### src/hw/rtl/esv_pkg.sv
// Types, constants and character decoders of the expression syntax validator.
package esv_pkg;

  localparam int MAX_LEN     = 4096;
  localparam int STACK_DEPTH = 64;
  localparam int STK_AW      = $clog2(STACK_DEPTH);
  localparam int CNT_W       = $clog2(STACK_DEPTH + 1);
  localparam int CC_W        = $clog2(MAX_LEN + 1);
  localparam int POS_W       = 13;
  localparam int CH_W        = 8;

  // Position reported for a character beyond the length limit, masked to the field
  localparam logic [POS_W-1:0] POS_OVF = POS_W'(MAX_LEN + 1);

  localparam logic [CH_W-1:0] CH_NONE   = 8'h00;
  localparam logic [CH_W-1:0] CH_TAB    = 8'h09;
  localparam logic [CH_W-1:0] CH_CR     = 8'h0D;
  localparam logic [CH_W-1:0] CH_SPACE  = 8'h20;
  localparam logic [CH_W-1:0] CH_LPAREN = 8'h28;
  localparam logic [CH_W-1:0] CH_RPAREN = 8'h29;
  localparam logic [CH_W-1:0] CH_STAR   = 8'h2A;
  localparam logic [CH_W-1:0] CH_PLUS   = 8'h2B;
  localparam logic [CH_W-1:0] CH_MINUS  = 8'h2D;
  localparam logic [CH_W-1:0] CH_SLASH  = 8'h2F;
  localparam logic [CH_W-1:0] CH_ZERO   = 8'h30;
  localparam logic [CH_W-1:0] CH_NINE   = 8'h39;
  localparam logic [CH_W-1:0] CH_LSQ    = 8'h5B;
  localparam logic [CH_W-1:0] CH_RSQ    = 8'h5D;
  localparam logic [CH_W-1:0] CH_LCURLY = 8'h7B;
  localparam logic [CH_W-1:0] CH_RCURLY = 8'h7D;

  localparam logic [1:0] LVL_NONE    = 2'd0;
  localparam logic [1:0] LVL_CHARS   = 2'd1;
  localparam logic [1:0] LVL_BRACKET = 2'd2;
  localparam logic [1:0] LVL_STRUCT  = 2'd3;

  localparam logic [3:0] ERR_NONE      = 4'd0;
  localparam logic [3:0] ERR_BAD_CHAR  = 4'd1;
  localparam logic [3:0] ERR_NO_OPEN   = 4'd2;
  localparam logic [3:0] ERR_MISMATCH  = 4'd3;
  localparam logic [3:0] ERR_UNCLOSED  = 4'd4;
  localparam logic [3:0] ERR_TWO_NUMS  = 4'd5;
  localparam logic [3:0] ERR_OP_START  = 4'd6;
  localparam logic [3:0] ERR_TWO_OPS   = 4'd7;
  localparam logic [3:0] ERR_OP_OPEN   = 4'd8;
  localparam logic [3:0] ERR_EMPTY_GRP = 4'd9;
  localparam logic [3:0] ERR_EMPTY     = 4'd10;
  localparam logic [3:0] ERR_OP_END    = 4'd11;
  localparam logic [3:0] ERR_CAPACITY  = 4'd12;

  typedef enum logic [1:0] {
    TK_NUM   = 2'd0,
    TK_OP    = 2'd1,
    TK_OPEN  = 2'd2,
    TK_CLOSE = 2'd3
  } tok_kind_t;

  typedef enum logic [1:0] {
    BK_PAREN  = 2'd0,
    BK_SQUARE = 2'd1,
    BK_CURLY  = 2'd2
  } brk_t;

  typedef struct packed {
    brk_t             kind;
    logic [POS_W-1:0] pos;
  } stk_ent_t;

  typedef struct packed {
    logic             vld;
    logic [3:0]       code;
    logic [POS_W-1:0] pos;
    logic [CH_W-1:0]  found;
    logic [CH_W-1:0]  expected;
    logic [POS_W-1:0] opener;
  } err_rec_t;

  typedef struct packed {
    logic             accepted;
    logic [1:0]       failed_level;
    logic [3:0]       error_code;
    logic [POS_W-1:0] position;
    logic [CH_W-1:0]  found_char;
    logic [CH_W-1:0]  expected_char;
    logic [POS_W-1:0] opener_position;
  } result_t;

  function automatic logic is_digit(logic [CH_W-1:0] c);
    return (c >= CH_ZERO) && (c <= CH_NINE);
  endfunction

  function automatic logic is_op(logic [CH_W-1:0] c);
    return (c == CH_PLUS) || (c == CH_MINUS) || (c == CH_STAR) || (c == CH_SLASH);
  endfunction

  function automatic logic is_ws(logic [CH_W-1:0] c);
    return (c == CH_SPACE) || ((c >= CH_TAB) && (c <= CH_CR));
  endfunction

  function automatic logic is_opener(logic [CH_W-1:0] c);
    return (c == CH_LPAREN) || (c == CH_LSQ) || (c == CH_LCURLY);
  endfunction

  function automatic logic is_closer(logic [CH_W-1:0] c);
    return (c == CH_RPAREN) || (c == CH_RSQ) || (c == CH_RCURLY);
  endfunction

  function automatic logic is_legal(logic [CH_W-1:0] c);
    return is_digit(c) || is_op(c) || is_opener(c) || is_closer(c) || is_ws(c);
  endfunction

  // Bracket family of an opener or a closer
  function automatic brk_t bkind(logic [CH_W-1:0] c);
    brk_t k;
    unique case (c) inside
      CH_LSQ, CH_RSQ:       k = BK_SQUARE;
      CH_LCURLY, CH_RCURLY: k = BK_CURLY;
      default:              k = BK_PAREN;
    endcase
    return k;
  endfunction

  function automatic logic [CH_W-1:0] closer_of(brk_t k);
    logic [CH_W-1:0] c;
    unique case (k)
      BK_SQUARE: c = CH_RSQ;
      BK_CURLY:  c = CH_RCURLY;
      default:   c = CH_RPAREN;
    endcase
    return c;
  endfunction

  function automatic err_rec_t mk_err(logic [3:0] code, logic [POS_W-1:0] pos,
                                      logic [CH_W-1:0] found, logic [CH_W-1:0] expected,
                                      logic [POS_W-1:0] opener);
    err_rec_t e;
    e.vld      = 1'b1;
    e.code     = code;
    e.pos      = pos;
    e.found    = found;
    e.expected = expected;
    e.opener   = opener;
    return e;
  endfunction

  function automatic result_t to_result(logic [1:0] lvl, err_rec_t e);
    result_t r;
    r.accepted        = 1'b0;
    r.failed_level    = lvl;
    r.error_code      = e.code;
    r.position        = e.pos;
    r.found_char      = e.found;
    r.expected_char   = e.expected;
    r.opener_position = e.opener;
    return r;
  endfunction

endpackage

### src/hw/rtl/esv_if.sv
// Request and result channel interfaces of the expression syntax validator.
interface esv_in_if;
  logic                    valid;
  logic                    ready;
  logic [esv_pkg::CH_W-1:0] ch;
  logic                    has_char;
  logic                    last;

  modport source (output valid, ch, has_char, last, input ready);
  modport sink   (input valid, ch, has_char, last, output ready);
  modport monitor (input valid, ready, ch, has_char, last);
endinterface

interface esv_out_if;
  logic                      valid;
  logic                      ready;
  logic                      accepted;
  logic [1:0]                failed_level;
  logic [3:0]                error_code;
  logic [esv_pkg::POS_W-1:0] position;
  logic [esv_pkg::CH_W-1:0]  found_char;
  logic [esv_pkg::CH_W-1:0]  expected_char;
  logic [esv_pkg::POS_W-1:0] opener_position;

  modport source (output valid, accepted, failed_level, error_code, position, found_char,
                  expected_char, opener_position, input ready);
  modport sink   (input valid, accepted, failed_level, error_code, position, found_char,
                  expected_char, opener_position, output ready);
  modport monitor (input valid, ready, accepted, failed_level, error_code, position,
                   found_char, expected_char, opener_position);
endinterface

### src/hw/rtl/esv_ram.sv
// Generic single-write, single-read RAM with registered read data.
module esv_ram #(
  parameter int WIDTH = 8,
  parameter int DEPTH = 16
) (
  input  logic                     clk,
  input  logic                     we,
  input  logic [$clog2(DEPTH)-1:0] waddr,
  input  logic [WIDTH-1:0]         wdata,
  input  logic [$clog2(DEPTH)-1:0] raddr,
  output logic [WIDTH-1:0]         rdata
);

  logic [WIDTH-1:0] mem [DEPTH];

  always_ff @(posedge clk) begin
    if (we) begin
      mem[waddr] <= wdata;
    end
    rdata <= mem[raddr];
  end

endmodule

### src/hw/rtl/expression_syntax_validator.sv
// Top level of the expression syntax validator.
// Usage: an expression arrives on in_req one request per character (ch with
// has_char high); the request with last high closes it, and has_char low with
// last high marks an empty expression or an end without a character.
// Every closed expression yields one request on out_res: accepted, or the
// first error of the lowest failing level (characters, brackets, structure).
// Throughput: one character per cycle, set by the bracket stack top, which is
// read, modified and written back through a registered-read RAM with a
// write-to-read bypass; back-to-back expressions keep that rate while the
// result queue has room for each closing request. The closing request is
// captured into the finishing stage, which reads the stack top for the
// unclosed check, and its result then passes into the result queue.
// Stall: results wait in a two-entry queue; characters keep flowing, and only
// a closing request is held back while the queue has no room for its result.
// Reset: synchronous rst_n clears counters, token state, error records and the
// queue at once; stack entries are always written before they are read, so no
// clearing pass is needed.
module expression_syntax_validator (
  input  logic clk,
  input  logic rst_n,
  esv_in_if.sink    in_req,
  esv_out_if.source out_res
);

  localparam int STK_W = $bits(esv_pkg::stk_ent_t);

  // live expression state
  logic [esv_pkg::CNT_W-1:0] cnt_r, cnt_nxt;
  logic [esv_pkg::CC_W-1:0]  cc_r, cc_nxt;
  esv_pkg::tok_kind_t        kind_r, kind_nxt;
  logic                      seen_r, seen_nxt;
  logic                      innum_r, innum_nxt;
  logic [esv_pkg::POS_W-1:0] ltok_pos_r, ltok_pos_nxt;
  logic [esv_pkg::CH_W-1:0]  ltok_ch_r, ltok_ch_nxt;
  esv_pkg::err_rec_t         err1_r, err1_nxt;
  esv_pkg::err_rec_t         err2_r, err2_nxt;
  esv_pkg::err_rec_t         err3_r, err3_nxt;

  // stack memory and bypass
  logic                      push;
  esv_pkg::stk_ent_t         wdata;
  logic [STK_W-1:0]          rdata;
  logic [esv_pkg::CNT_W-1:0] rd_cnt;
  logic                      byp_sel_r;
  esv_pkg::stk_ent_t         byp_r;
  esv_pkg::stk_ent_t         top;

  // finishing stage
  logic                      fin_vld_r;
  logic                      fin_open_r;
  logic [esv_pkg::POS_W-1:0] fin_len_r;
  esv_pkg::tok_kind_t        fin_kind_r;
  logic                      fin_seen_r;
  logic [esv_pkg::POS_W-1:0] fin_ltok_pos_r;
  logic [esv_pkg::CH_W-1:0]  fin_ltok_ch_r;
  esv_pkg::err_rec_t         fin_err1_r, fin_err2_r, fin_err3_r;
  esv_pkg::err_rec_t         e2f, e3f;
  esv_pkg::result_t          res;

  // result queue
  esv_pkg::result_t          q0_r, q1_r;
  logic [1:0]                qn_r;
  logic [2:0]                occ;
  logic                      pop;
  logic                      acc;
  logic                      clr;

  logic [esv_pkg::CH_W-1:0]  c;
  logic [esv_pkg::POS_W-1:0] pos;

  assign c   = in_req.ch;
  assign acc = in_req.valid && in_req.ready;
  assign clr = acc && in_req.last;
  assign pop = out_res.valid && out_res.ready;
  assign top = byp_sel_r ? byp_r : esv_pkg::stk_ent_t'(rdata);

  // room for one more result once the finishing stage has drained
  assign occ          = 3'(qn_r) + 3'(fin_vld_r) - 3'(pop);
  assign in_req.ready = !in_req.last || (occ <= 3'd1);

  always_comb begin
    cnt_nxt      = cnt_r;
    cc_nxt       = cc_r;
    kind_nxt     = kind_r;
    seen_nxt     = seen_r;
    innum_nxt    = innum_r;
    ltok_pos_nxt = ltok_pos_r;
    ltok_ch_nxt  = ltok_ch_r;
    err1_nxt     = err1_r;
    err2_nxt     = err2_r;
    err3_nxt     = err3_r;
    push         = 1'b0;
    pos          = esv_pkg::POS_W'(cc_r + 1'b1);
    wdata.kind   = esv_pkg::bkind(c);
    wdata.pos    = pos;

    if (acc && in_req.has_char) begin
      if (cc_r >= esv_pkg::CC_W'(esv_pkg::MAX_LEN)) begin
        if (!err1_r.vld) begin
          err1_nxt = esv_pkg::mk_err(esv_pkg::ERR_CAPACITY, esv_pkg::POS_OVF, c,
                                     esv_pkg::CH_NONE, '0);
        end
      end else begin
        cc_nxt = cc_r + 1'b1;

        if (!err1_r.vld && !esv_pkg::is_legal(c)) begin
          err1_nxt = esv_pkg::mk_err(esv_pkg::ERR_BAD_CHAR, pos, c, esv_pkg::CH_NONE, '0);
        end

        if (!err2_r.vld) begin
          if (esv_pkg::is_opener(c)) begin
            if (cnt_r >= esv_pkg::CNT_W'(esv_pkg::STACK_DEPTH)) begin
              err2_nxt = esv_pkg::mk_err(esv_pkg::ERR_CAPACITY, pos, c, esv_pkg::CH_NONE, '0);
            end else begin
              push    = 1'b1;
              cnt_nxt = cnt_r + 1'b1;
            end
          end else if (esv_pkg::is_closer(c)) begin
            if (cnt_r == '0) begin
              err2_nxt = esv_pkg::mk_err(esv_pkg::ERR_NO_OPEN, pos, c, esv_pkg::CH_NONE, '0);
            end else if (top.kind != esv_pkg::bkind(c)) begin
              err2_nxt = esv_pkg::mk_err(esv_pkg::ERR_MISMATCH, pos, c,
                                         esv_pkg::closer_of(top.kind), '0);
            end else begin
              cnt_nxt = cnt_r - 1'b1;
            end
          end
        end

        if (!err3_r.vld) begin
          if (esv_pkg::is_digit(c)) begin
            // a digit run is one number: only its first digit is a token
            if (!innum_r) begin
              innum_nxt = 1'b1;
              if (seen_r && (kind_r == esv_pkg::TK_NUM)) begin
                err3_nxt = esv_pkg::mk_err(esv_pkg::ERR_TWO_NUMS, pos, c,
                                           esv_pkg::CH_NONE, '0);
              end else begin
                kind_nxt     = esv_pkg::TK_NUM;
                seen_nxt     = 1'b1;
                ltok_pos_nxt = pos;
                ltok_ch_nxt  = c;
              end
            end
          end else begin
            innum_nxt = 1'b0;
            if (esv_pkg::is_op(c)) begin
              if (!seen_r) begin
                err3_nxt = esv_pkg::mk_err(esv_pkg::ERR_OP_START, pos, c,
                                           esv_pkg::CH_NONE, '0);
              end else if (kind_r == esv_pkg::TK_OP) begin
                err3_nxt = esv_pkg::mk_err(esv_pkg::ERR_TWO_OPS, pos, c,
                                           esv_pkg::CH_NONE, '0);
              end else if (kind_r == esv_pkg::TK_OPEN) begin
                err3_nxt = esv_pkg::mk_err(esv_pkg::ERR_OP_OPEN, pos, c,
                                           esv_pkg::CH_NONE, '0);
              end else begin
                kind_nxt     = esv_pkg::TK_OP;
                seen_nxt     = 1'b1;
                ltok_pos_nxt = pos;
                ltok_ch_nxt  = c;
              end
            end else if (esv_pkg::is_opener(c)) begin
              kind_nxt     = esv_pkg::TK_OPEN;
              seen_nxt     = 1'b1;
              ltok_pos_nxt = pos;
              ltok_ch_nxt  = c;
            end else if (esv_pkg::is_closer(c)) begin
              if (!seen_r || (kind_r == esv_pkg::TK_OP) || (kind_r == esv_pkg::TK_OPEN)) begin
                err3_nxt = esv_pkg::mk_err(esv_pkg::ERR_EMPTY_GRP, pos, c,
                                           esv_pkg::CH_NONE, '0);
              end else begin
                kind_nxt     = esv_pkg::TK_CLOSE;
                seen_nxt     = 1'b1;
                ltok_pos_nxt = pos;
                ltok_ch_nxt  = c;
              end
            end
          end
        end
      end
    end

    // fetch the top as it stands after this request, also for the finishing stage
    rd_cnt = cnt_nxt - 1'b1;
  end

  esv_ram #(
    .WIDTH (STK_W),
    .DEPTH (esv_pkg::STACK_DEPTH)
  ) u_stack (
    .clk   (clk),
    .we    (push),
    .waddr (cnt_r[esv_pkg::STK_AW-1:0]),
    .wdata (wdata),
    .raddr (rd_cnt[esv_pkg::STK_AW-1:0]),
    .rdata (rdata)
  );

  // a push always lands on the entry that becomes the top, so forward it
  always_ff @(posedge clk) begin
    byp_r <= wdata;
  end

  always_ff @(posedge clk) begin
    if (!rst_n || clr) begin
      cnt_r      <= '0;
      cc_r       <= '0;
      kind_r     <= esv_pkg::TK_NUM;
      seen_r     <= 1'b0;
      innum_r    <= 1'b0;
      ltok_pos_r <= '0;
      ltok_ch_r  <= '0;
      err1_r     <= '0;
      err2_r     <= '0;
      err3_r     <= '0;
    end else begin
      cnt_r      <= cnt_nxt;
      cc_r       <= cc_nxt;
      kind_r     <= kind_nxt;
      seen_r     <= seen_nxt;
      innum_r    <= innum_nxt;
      ltok_pos_r <= ltok_pos_nxt;
      ltok_ch_r  <= ltok_ch_nxt;
      err1_r     <= err1_nxt;
      err2_r     <= err2_nxt;
      err3_r     <= err3_nxt;
    end
  end

  always_ff @(posedge clk) begin
    if (!rst_n) begin
      byp_sel_r <= 1'b0;
      fin_vld_r <= 1'b0;
    end else begin
      byp_sel_r <= push;
      fin_vld_r <= clr;
    end
  end

  // capture the closed expression for its end-of-expression checks
  always_ff @(posedge clk) begin
    if (clr) begin
      fin_open_r     <= (cnt_nxt != '0);
      fin_len_r      <= esv_pkg::POS_W'(cc_nxt);
      fin_kind_r     <= kind_nxt;
      fin_seen_r     <= seen_nxt;
      fin_ltok_pos_r <= ltok_pos_nxt;
      fin_ltok_ch_r  <= ltok_ch_nxt;
      fin_err1_r     <= err1_nxt;
      fin_err2_r     <= err2_nxt;
      fin_err3_r     <= err3_nxt;
    end
  end

  always_comb begin
    e2f = fin_err2_r;
    if (!fin_err2_r.vld && fin_open_r) begin
      e2f = esv_pkg::mk_err(esv_pkg::ERR_UNCLOSED, fin_len_r, esv_pkg::CH_NONE,
                            esv_pkg::closer_of(top.kind), top.pos);
    end
    e3f = fin_err3_r;
    if (!fin_err3_r.vld) begin
      if (!fin_seen_r) begin
        e3f = esv_pkg::mk_err(esv_pkg::ERR_EMPTY, esv_pkg::POS_W'(1), esv_pkg::CH_NONE,
                              esv_pkg::CH_NONE, '0);
      end else if (fin_kind_r == esv_pkg::TK_OP) begin
        e3f = esv_pkg::mk_err(esv_pkg::ERR_OP_END, fin_ltok_pos_r, fin_ltok_ch_r,
                              esv_pkg::CH_NONE, '0);
      end
    end

    res          = '0;
    res.accepted = 1'b1;
    if (fin_err1_r.vld) begin
      res = esv_pkg::to_result(esv_pkg::LVL_CHARS, fin_err1_r);
    end else if (e2f.vld) begin
      res = esv_pkg::to_result(esv_pkg::LVL_BRACKET, e2f);
    end else if (e3f.vld) begin
      res = esv_pkg::to_result(esv_pkg::LVL_STRUCT, e3f);
    end
  end

  always_ff @(posedge clk) begin
    if (!rst_n) begin
      qn_r <= '0;
    end else begin
      qn_r <= qn_r + 2'(fin_vld_r) - 2'(pop);
    end
  end

  always_ff @(posedge clk) begin
    if (pop) begin
      q0_r <= (fin_vld_r && (qn_r == 2'd1)) ? res : q1_r;
      if (fin_vld_r && (qn_r == 2'd2)) begin
        q1_r <= res;
      end
    end else if (fin_vld_r) begin
      if (qn_r == 2'd0) begin
        q0_r <= res;
      end else begin
        q1_r <= res;
      end
    end
  end

  assign out_res.valid           = (qn_r != 2'd0);
  assign out_res.accepted        = q0_r.accepted;
  assign out_res.failed_level    = q0_r.failed_level;
  assign out_res.error_code      = q0_r.error_code;
  assign out_res.position        = q0_r.position;
  assign out_res.found_char      = q0_r.found_char;
  assign out_res.expected_char   = q0_r.expected_char;
  assign out_res.opener_position = q0_r.opener_position;

endmodule

### src/flat_wrapper.sv
// flat-port wrapper written by rule: the top's interface ports become plain ports
module expression_syntax_validator_flat 
  (clk, rst_n, in_req_valid, in_req_ch, in_req_has_char, in_req_last, in_req_ready, out_res_valid, out_res_accepted, out_res_failed_level, out_res_error_code, out_res_position, out_res_found_char, out_res_expected_char, out_res_opener_position, out_res_ready);
  esv_in_if in_req_i ();
  esv_out_if out_res_i ();
  input  logic clk;
  input  logic rst_n;
  input wire logic [$bits(in_req_i.valid)-1:0] in_req_valid;
  input wire logic [$bits(in_req_i.ch)-1:0] in_req_ch;
  input wire logic [$bits(in_req_i.has_char)-1:0] in_req_has_char;
  input wire logic [$bits(in_req_i.last)-1:0] in_req_last;
  output wire logic [$bits(in_req_i.ready)-1:0] in_req_ready;
  output wire logic [$bits(out_res_i.valid)-1:0] out_res_valid;
  output wire logic [$bits(out_res_i.accepted)-1:0] out_res_accepted;
  output wire logic [$bits(out_res_i.failed_level)-1:0] out_res_failed_level;
  output wire logic [$bits(out_res_i.error_code)-1:0] out_res_error_code;
  output wire logic [$bits(out_res_i.position)-1:0] out_res_position;
  output wire logic [$bits(out_res_i.found_char)-1:0] out_res_found_char;
  output wire logic [$bits(out_res_i.expected_char)-1:0] out_res_expected_char;
  output wire logic [$bits(out_res_i.opener_position)-1:0] out_res_opener_position;
  input wire logic [$bits(out_res_i.ready)-1:0] out_res_ready;
  assign in_req_i.valid = in_req_valid;
  assign in_req_i.ch = in_req_ch;
  assign in_req_i.has_char = in_req_has_char;
  assign in_req_i.last = in_req_last;
  assign in_req_ready = in_req_i.ready;
  assign out_res_valid = out_res_i.valid;
  assign out_res_accepted = out_res_i.accepted;
  assign out_res_failed_level = out_res_i.failed_level;
  assign out_res_error_code = out_res_i.error_code;
  assign out_res_position = out_res_i.position;
  assign out_res_found_char = out_res_i.found_char;
  assign out_res_expected_char = out_res_i.expected_char;
  assign out_res_opener_position = out_res_i.opener_position;
  assign out_res_i.ready = out_res_ready;
  expression_syntax_validator u_core (.clk(clk), .rst_n(rst_n), .in_req(in_req_i), .out_res(out_res_i));
endmodule
### config.mk
export PLATFORM = sky130hd
export DESIGN_NAME = expression_syntax_validator_flat
export DESIGN_NICKNAME = d
export VERILOG_FILES = /design/src/hw/rtl/esv_pkg.sv /design/src/hw/rtl/esv_if.sv /design/src/hw/rtl/esv_ram.sv /design/src/hw/rtl/expression_syntax_validator.sv /design/src/flat_wrapper.sv
export SDC_FILE = /design/constraint.sdc
export NUM_CORES = 2
export LEC_CHECK = 0
export BUFFER_PORTS_ARGS = -buffer_cell sky130_fd_sc_hd__clkbuf_2
export CAP_MARGIN = 10
export CORE_ASPECT_RATIO = 0.5
export CORE_UTILIZATION = 48
export DETAILED_ROUTE_END_ITERATION = 10
export PLACE_DENSITY_LB_ADDON = 0.12
export SLEW_MARGIN = 20
export SYNTH_ARGS = -nofsm -noshare
export SYNTH_HDL_FRONTEND = slang
export SYNTH_SLANG_ARGS = --single-unit
### constraint.sdc
create_clock -name clk -period 7.3 [get_ports clk]
set_input_delay 1.46 -clock clk [delete_from_list [all_inputs] [get_ports clk]]
set_output_delay 1.46 -clock clk [all_outputs]
set_load 0.1 [all_outputs]
# After elaboration in Yosys (flattened, before gate mapping)
# Memory sizes are Yosys's and may differ from the RTL's. A register that Yosys moved wholly into a read port is not among the register bits.
# Index checks and enable logic that the tools add are counted.
[word_totals]
in_bits = 14
n_memories = 1
mem_bits_ro = 0
latchBits = 0
ff_bits = 482
ramBits = 960
elab_cells = 269
out_inout_bits = 51
[classes]
bitwise = 2
n_mux = 117
div = 0
eq_ne = 21
addsub = 8
reduce_logical = 45
order_cmp = 7
n_mul = 0
shifts = 0
[mem_list]
columns = ["memory", "depth", "word_bits", "read_ports", "rd_clocked_by_memory_dff", "wr", "line_no", "rtl"]
rows = [
  ["u_core.u_stack.mem", 64, 15, 1, 1, 1, "esv_ram.sv:14", "logic [WIDTH-1:0] mem [DEPTH];"],
]
[op_table]
columns = ["operator", "count"]
rows = [
  ["$mux W47", 28],
  ["$mux W49", 11],
  ["$mux W13", 15],
  ["$mux W8", 13],
  ["$eq A8 B6 Y1 const B", 7],
  ["$mux W7", 8],
  ["$mux W46", 1],
  ["$mux W2", 19],
  ["$eq A8 B7 Y1 const B", 4],
  ["$mux W1", 19],
  ["$logic_or A1 B1 Y1", 16],
  ["$mux W15", 1],
  ["$pmux W7 S2", 1],
  ["$add A13 B1 Y13 const B", 1],
  ["$ge A13 B13 Y1 const B", 1],
  ["$logic_and A1 B1 Y1", 11],
  ["$eq A2 B1 Y1 const B", 4],
  ["$ge A8 B4 Y1 const B", 1],
  ["$ge A8 B6 Y1 const B", 1],
  ["$le A8 B4 Y1 const B", 1],
  ["$le A8 B6 Y1 const B", 1],
  ["$add A7 B1 Y7 const B", 1],
  ["$ge A7 B7 Y1 const B", 1],
  ["$logic_not A7 Y1", 1],
  ["20 further kinds", 33],
]

# Longest topological paths before layout
[depth]
ltp_word = 18
ltp_mapped = 23
ltp_nobuf = 19

# Hierarchy
# A second synthesis with hierarchy kept.
[unflattened]
hier_cells = 3391
hier_area_um2 = 57168.6
[by_module_without_submodules]
columns = ["mod", "seq_area_each_um2", "instances", "area_each_um2", "cells_per_inst"]
rows = [
  ["esv_ram", 29127.9, 1, 37622.3, 1751],
  ["expression_syntax_validator", 12421.9, 1, 19546.2, 1640],
]

# Worst setup path after synthesis
# No wires, ideal clock.
[synth_timing]
path_kind = "input -> register"
start = "input port out_res_ready"
end = "register u_core.fin_err1_r[0] (netlist bit) (enable)"
required_time_ps = 6768
path_slack_ps = -534
cell_stages = 10
n_path_buf = 0
arrival_ps = 7302
path_cell_list = "and2_1 > ha_1 > inv_1 > ha_1 > fa_1 > xor2_1 > nand2_1 > nand2_1 > nand3_1 > inv_1"
[synth_via]
elab_chain_cells = 6
[synth_rtl]
columns = ["item", "line_no", "rtl"]
rows = [
  ["from (decl)", "flat_wrapper.sv:21", "input wire logic [$bits(out_res_i.ready)-1:0] out_res_ready;"],
  ["$logic_and A1 B1 Y1", "expression_syntax_validator.sv:74", "assign pop = out_res.valid && out_res.ready;"],
  ["$sub A3 B1 Y3", "expression_syntax_validator.sv:78", "assign occ = 3'(qn_r) + 3'(fin_vld_r) - 3'(pop);"],
  ["$le A3 B1 Y1", "expression_syntax_validator.sv:79", "assign in_req.ready = !in_req.last || (occ <= 3'd1);"],
  ["$logic_or A1 B1 Y1", "expression_syntax_validator.sv:79", ""],
  ["via in_req_ready", "flat_wrapper.sv:12", "output wire logic [$bits(in_req_i.ready)-1:0] in_req_ready;"],
  ["$logic_and A1 B1 Y1", "expression_syntax_validator.sv:72", "assign acc = in_req.valid && in_req.ready;"],
  ["$logic_and A1 B1 Y1", "expression_syntax_validator.sv:73", "assign clr = acc && in_req.last;"],
  ["via u_core.clr", "expression_syntax_validator.sv:66", "logic clr;"],
  ["to (signal assigned)", "expression_syntax_validator.sv:250", "fin_err1_r <= err1_nxt;"],
  ["to (decl)", "expression_syntax_validator.sv:56", "esv_pkg::err_rec_t fin_err1_r, fin_err2_r, fin_err3_r;"],
]
# The timed path passes the listed nets, and every way through them passes these cells.
# A chain may end at the register's enable or synchronous reset.

# Final worst setup path
[layout_timing]
start = "input port out_res_ready"
end = "register u_core.u_stack.rdata[12] (read register of u_core.u_stack.mem)"
[layout_via]
elab_chain_cells = 8
[layout_rtl]
columns = ["item", "line_no", "rtl"]
rows = [
  ["$logic_and A1 B1 Y1", "expression_syntax_validator.sv:74", ""],
  ["$sub A3 B1 Y3", "expression_syntax_validator.sv:78", ""],
  ["$le A3 B1 Y1", "expression_syntax_validator.sv:79", ""],
  ["$logic_or A1 B1 Y1", "expression_syntax_validator.sv:79", ""],
  ["$logic_and A1 B1 Y1", "expression_syntax_validator.sv:72", ""],
  ["$logic_and A1 B1 Y1", "expression_syntax_validator.sv:97", "if (acc && in_req.has_char) begin"],
  ["$mux W7", "expression_syntax_validator.sv:97", ""],
  ["$sub A6 B1 Y6", "expression_syntax_validator.sv:185", "rd_cnt = cnt_nxt - 1'b1;"],
  ["to (decl)", "esv_ram.sv:11", "output logic [WIDTH-1:0] rdata"],
]
# No other way between the ends.

==> metrics.txt <==
result of the run=complete, no violations; RSZ-0062 raised after global routing=false; CP startpoint=out_res_ready; number of synthesized flops with an enable pin=1,237; P_int=~0.017 W; CP max stage cell=a31oi_1; synth cell count leaders=edfxtp_1 (1,237), nor2_1 (300), nand2_1 (252); Main synth FF type=edfxtp_1; Slew @ Worst Pin=roughly 1.1 ns; Slew Limit Fails=0; Post-Layout Cell Count=about 5,200; top-count cell post-synth=edfxtp_1; min-delay worst type=flip-flop to flip-flop; FF-to-FF setup slack=approximately 1.2 ns; CP endpoint kind=flip-flop; # placed instances=~5,000; I/O Pins=65; Vias=a little over 30,000; Post-CTS Resized=0; largest net degree at the start of global routing=148; DP HPWL=between 80,000 and 90,000 um; crit path kind=input pin to flip-flop; final hold vios=0; CP required=roughly 7.9 ns; Pwr Density=423 nW/um2; Core Area=~120,000 um2; Worst R2R End=u_core.u_stack.rdata[12]$_DFF_P_; Clk Latency, worst-skew pair=around 0.76 ns; layout cells sized above 1=about a fifth; initial cell density of the core=about half; peak supply drop=0.550 mV; post-synth net total=roughly 3,400; Final Skew=between 0.03 and 0.04 ns; Leak=about 23 nW; Setup crit end=u_core.u_stack.rdata[12]$_DFF_P_; CTS H-tree lvls=4; startpoint types=input pin; Critical R2R Launch=u_core.qn_r[1]$_SDFF_PN0_; Die Y-Extent=about 240 um; Num CTS Buffers=around 130; first-pass GRT wire length=~210,000 um; DIE AREA=119,000 um2; IO Port Bufs=64; clock buffer depth=3; Area growth syn-to-layout=12.3%; CP Max Fanout=36; ant diodes=0; ratio of final minimum period to clock period=a little over four fifths; Sw Share=between 30 and 40%; Final Setup Violations=0; post-synthesis instance total=about 3,400; initial antenna violation count=2; Synth async-reset ratio=0%; Post-route DRC=0; CTS root buf=clkbuf_16; Worst path max stage delay=roughly 0.57 ns; Seq/Total Area, Yosys=73.4%; final net count=approximately 3,600; TNS Setup=0 ns; area of the mapped netlist=56,600 um2; ANT nets after route=0; Yosys top cell by area=edfxtp_1; switching pwr=about 0.0099 W; Period minus WS final=between 6 and 7 ns; crit path cell chain=clkbuf_2, and2_1, ha_1, inv_1, ha_1, fa_1, xor2_1, a31oi_1, or4_1, o21ai_1, a31oi_1, nor2_1, ha_4, buf_12, buf_4, mux4_2, nand2_1, nand3b_1, o2111ai_1, o31ai_1; Clk pwr share=~25%; post-DR vias/cell=between 5 and 6; Initial DRC Count=between 3,000 and 4,000; vias in the first global route=between 30,000 and 40,000; CTS tree=done; Register-to-Register Path Depth=20; clock sink count=1,457; WP data arrival=~6.8 ns; grt ovf=0; Clock Pin Slew Worst Setup and Hold Paths=0.06 ns; Final GP Congestion=between 0.8 and 0.9; Max-Cap Viols=0; Slew HR=between 20% and 30%; top cells by area, synth=edfxtp_1 (66%), mux4_2 (9.5%), dfxtp_1 (7.8%); Yosys warnings=0; Avg Inst Size Synth=about 17 um2; Synth cell types=72; Achievable Freq=around 0.16 GHz; Flop pwr share=between 30% and 40%; Comb power frac=between 30% and 40%; Rows=between 80 and 90; top cell type's share of synthesized area=~66%; # Post-CTS Setup Buffers=0; number of synthesized register bits=1,457; Total GRT Usage=between 20% and 30%; Final Util=between 50% and 60%; Die Span X=488 um; average wire per standard cell=about 27 um; Initial DRT Pass Iterations=5; post-cts hold buffer count=0; final WL=~140,000 um
[per-stage QoR]
| stage | setup slack (ns) | instance area (um2) | total power (W) | hold WS (ns) |
|---|---|---|---|---|
| after global routing | 0.901 | 63600 | 0.0280 | 0.485 |
| final | 1.14 | 63600 | 0.0269 | 0.466 |
| after floorplan | 0.371 | 56600 | 0.0167 | 0.444 |
| after CTS | 1.25 | 63600 | 0.0271 | 0.466 |
| after detailed placement | 0.454 | 59500 | 0.0204 | 0.457 |
| after global placement | 0.513 | 59500 | 0.0204 | 0.450 |
[critical path, delay by kind of cell]
family	cells	cell delay, ns
AND/OR/NAND/NOR	5	0.93
AO/OA/AOI/OAI	5	1.66
buffers and inverters	4	0.74
adder cells (fa/ha/maj)	4	1.36
XOR/XNOR	1	0.18
multiplexers	1	0.35
[cells by family (layout without fill, tap and decap cells)]
family | after synthesis | after routing | synth area share (%)
compound gates | 402 | 402 | 4.83
xor+xnor | 26 | 26 | 0.402
mux | 349 | 349 | 11.6
fa+ha+maj | 13 | 13 | 0.300
buf+inv | 230 | 478 | 1.63
simple gates | 928 | 928 | 7.83
flops | 1457 | 1457 | 73.4
[cell usage in the layout, fill, tap and decap left out, types with 11 or more instances in the layout]
cell type,instances
and3_1,55
mux2i_1,31
edfxtp_1,1237
inv_1,28
a21oi_1,74
nor2b_1,38
o21ai_0,88
clkbuf_2,64
o22ai_1,19
xnor2_1,15
nand2_1,251
clkinv_1,20
nand2b_1,14
buf_4,133
a22oi_1,52
a32oi_1,16
a221oi_1,16
clkinv_2,16
mux4_2,240
dfxtp_1,220
clkbuf_16,140
a32o_1,16
a21o_1,12
clkbuf_1,41
o2111ai_1,15
nor3_1,16
nand3b_1,14
mux2_2,76
nor2_1,297
inv_2,11
and2_1,166
nand3_1,29
o31ai_1,28
[layer usage]
metal  up-vias  share of wire [%]  GRT usage, %
met4         0                1.8          6.14
met3       158                8.8          4.94
li1      13426                  -             -
met1     16107                 46          37.0
met2      1188                 44          34.7
met5         -                  0             0
[power by group through the flow]
stage / Sequential, W / Combinational (W) / Clock, W
finish: 0.00963 / 0.0106 / 0.00669
global route: 0.00965 / 0.0112 / 0.00711
CTS: 0.00963 / 0.0107 / 0.00680
detailed placement: 0.00981 / 0.0106 / 0
global placement: 0.00980 / 0.0106 / 0
floorplan: 0.0103 / 0.00637 / 0
[sequential cells by signal, summed over array words and instances, names as in the netlist, 47 cells and up]
| signal | flops |
|---|---|
| u_core.fin_err2_r | 47 |
| u_core.q1_r | 49 |
| u_core.u_stack.mem | 960 |
| u_core.err3_r | 47 |
| u_core.err2_r | 47 |
| u_core.fin_err3_r | 47 |
| u_core.err1_r | 47 |
| u_core.fin_err1_r | 47 |
[how the worst min path moves through the flow]
stage               cells after the start                      endpoint                    startpoint  slack [ns]
floorplan                               1   u_core.err1_r[0]$_SDFF_PP0_   u_core.err1_r[0]$_SDFF_PP0_        0.44
global placement                        2  u_core.err3_r[27]$_SDFF_PP0_  u_core.err3_r[27]$_SDFF_PP0_        0.45
detailed placement                      2  u_core.err2_r[25]$_SDFF_PP0_  u_core.err2_r[25]$_SDFF_PP0_        0.46
CTS                                     2  u_core.err2_r[25]$_SDFF_PP0_  u_core.err2_r[25]$_SDFF_PP0_        0.47
global route                            1  u_core.err1_r[18]$_SDFF_PP0_  u_core.err1_r[18]$_SDFF_PP0_        0.48
finish                                  2  u_core.err2_r[22]$_SDFF_PP0_  u_core.err2_r[22]$_SDFF_PP0_        0.47
[cell type report]
class                   count  area [um2]
inverters                  40         154
clock inverters            45         325
repair buffers            207        1510
fillers                  9182       52600
flip-flops and latches   1457       41500
well taps                1575        1970
clock buffers             186        3730
multi-input cells        1718       14400
Note: power is estimated with default switching activity, not from simulation.
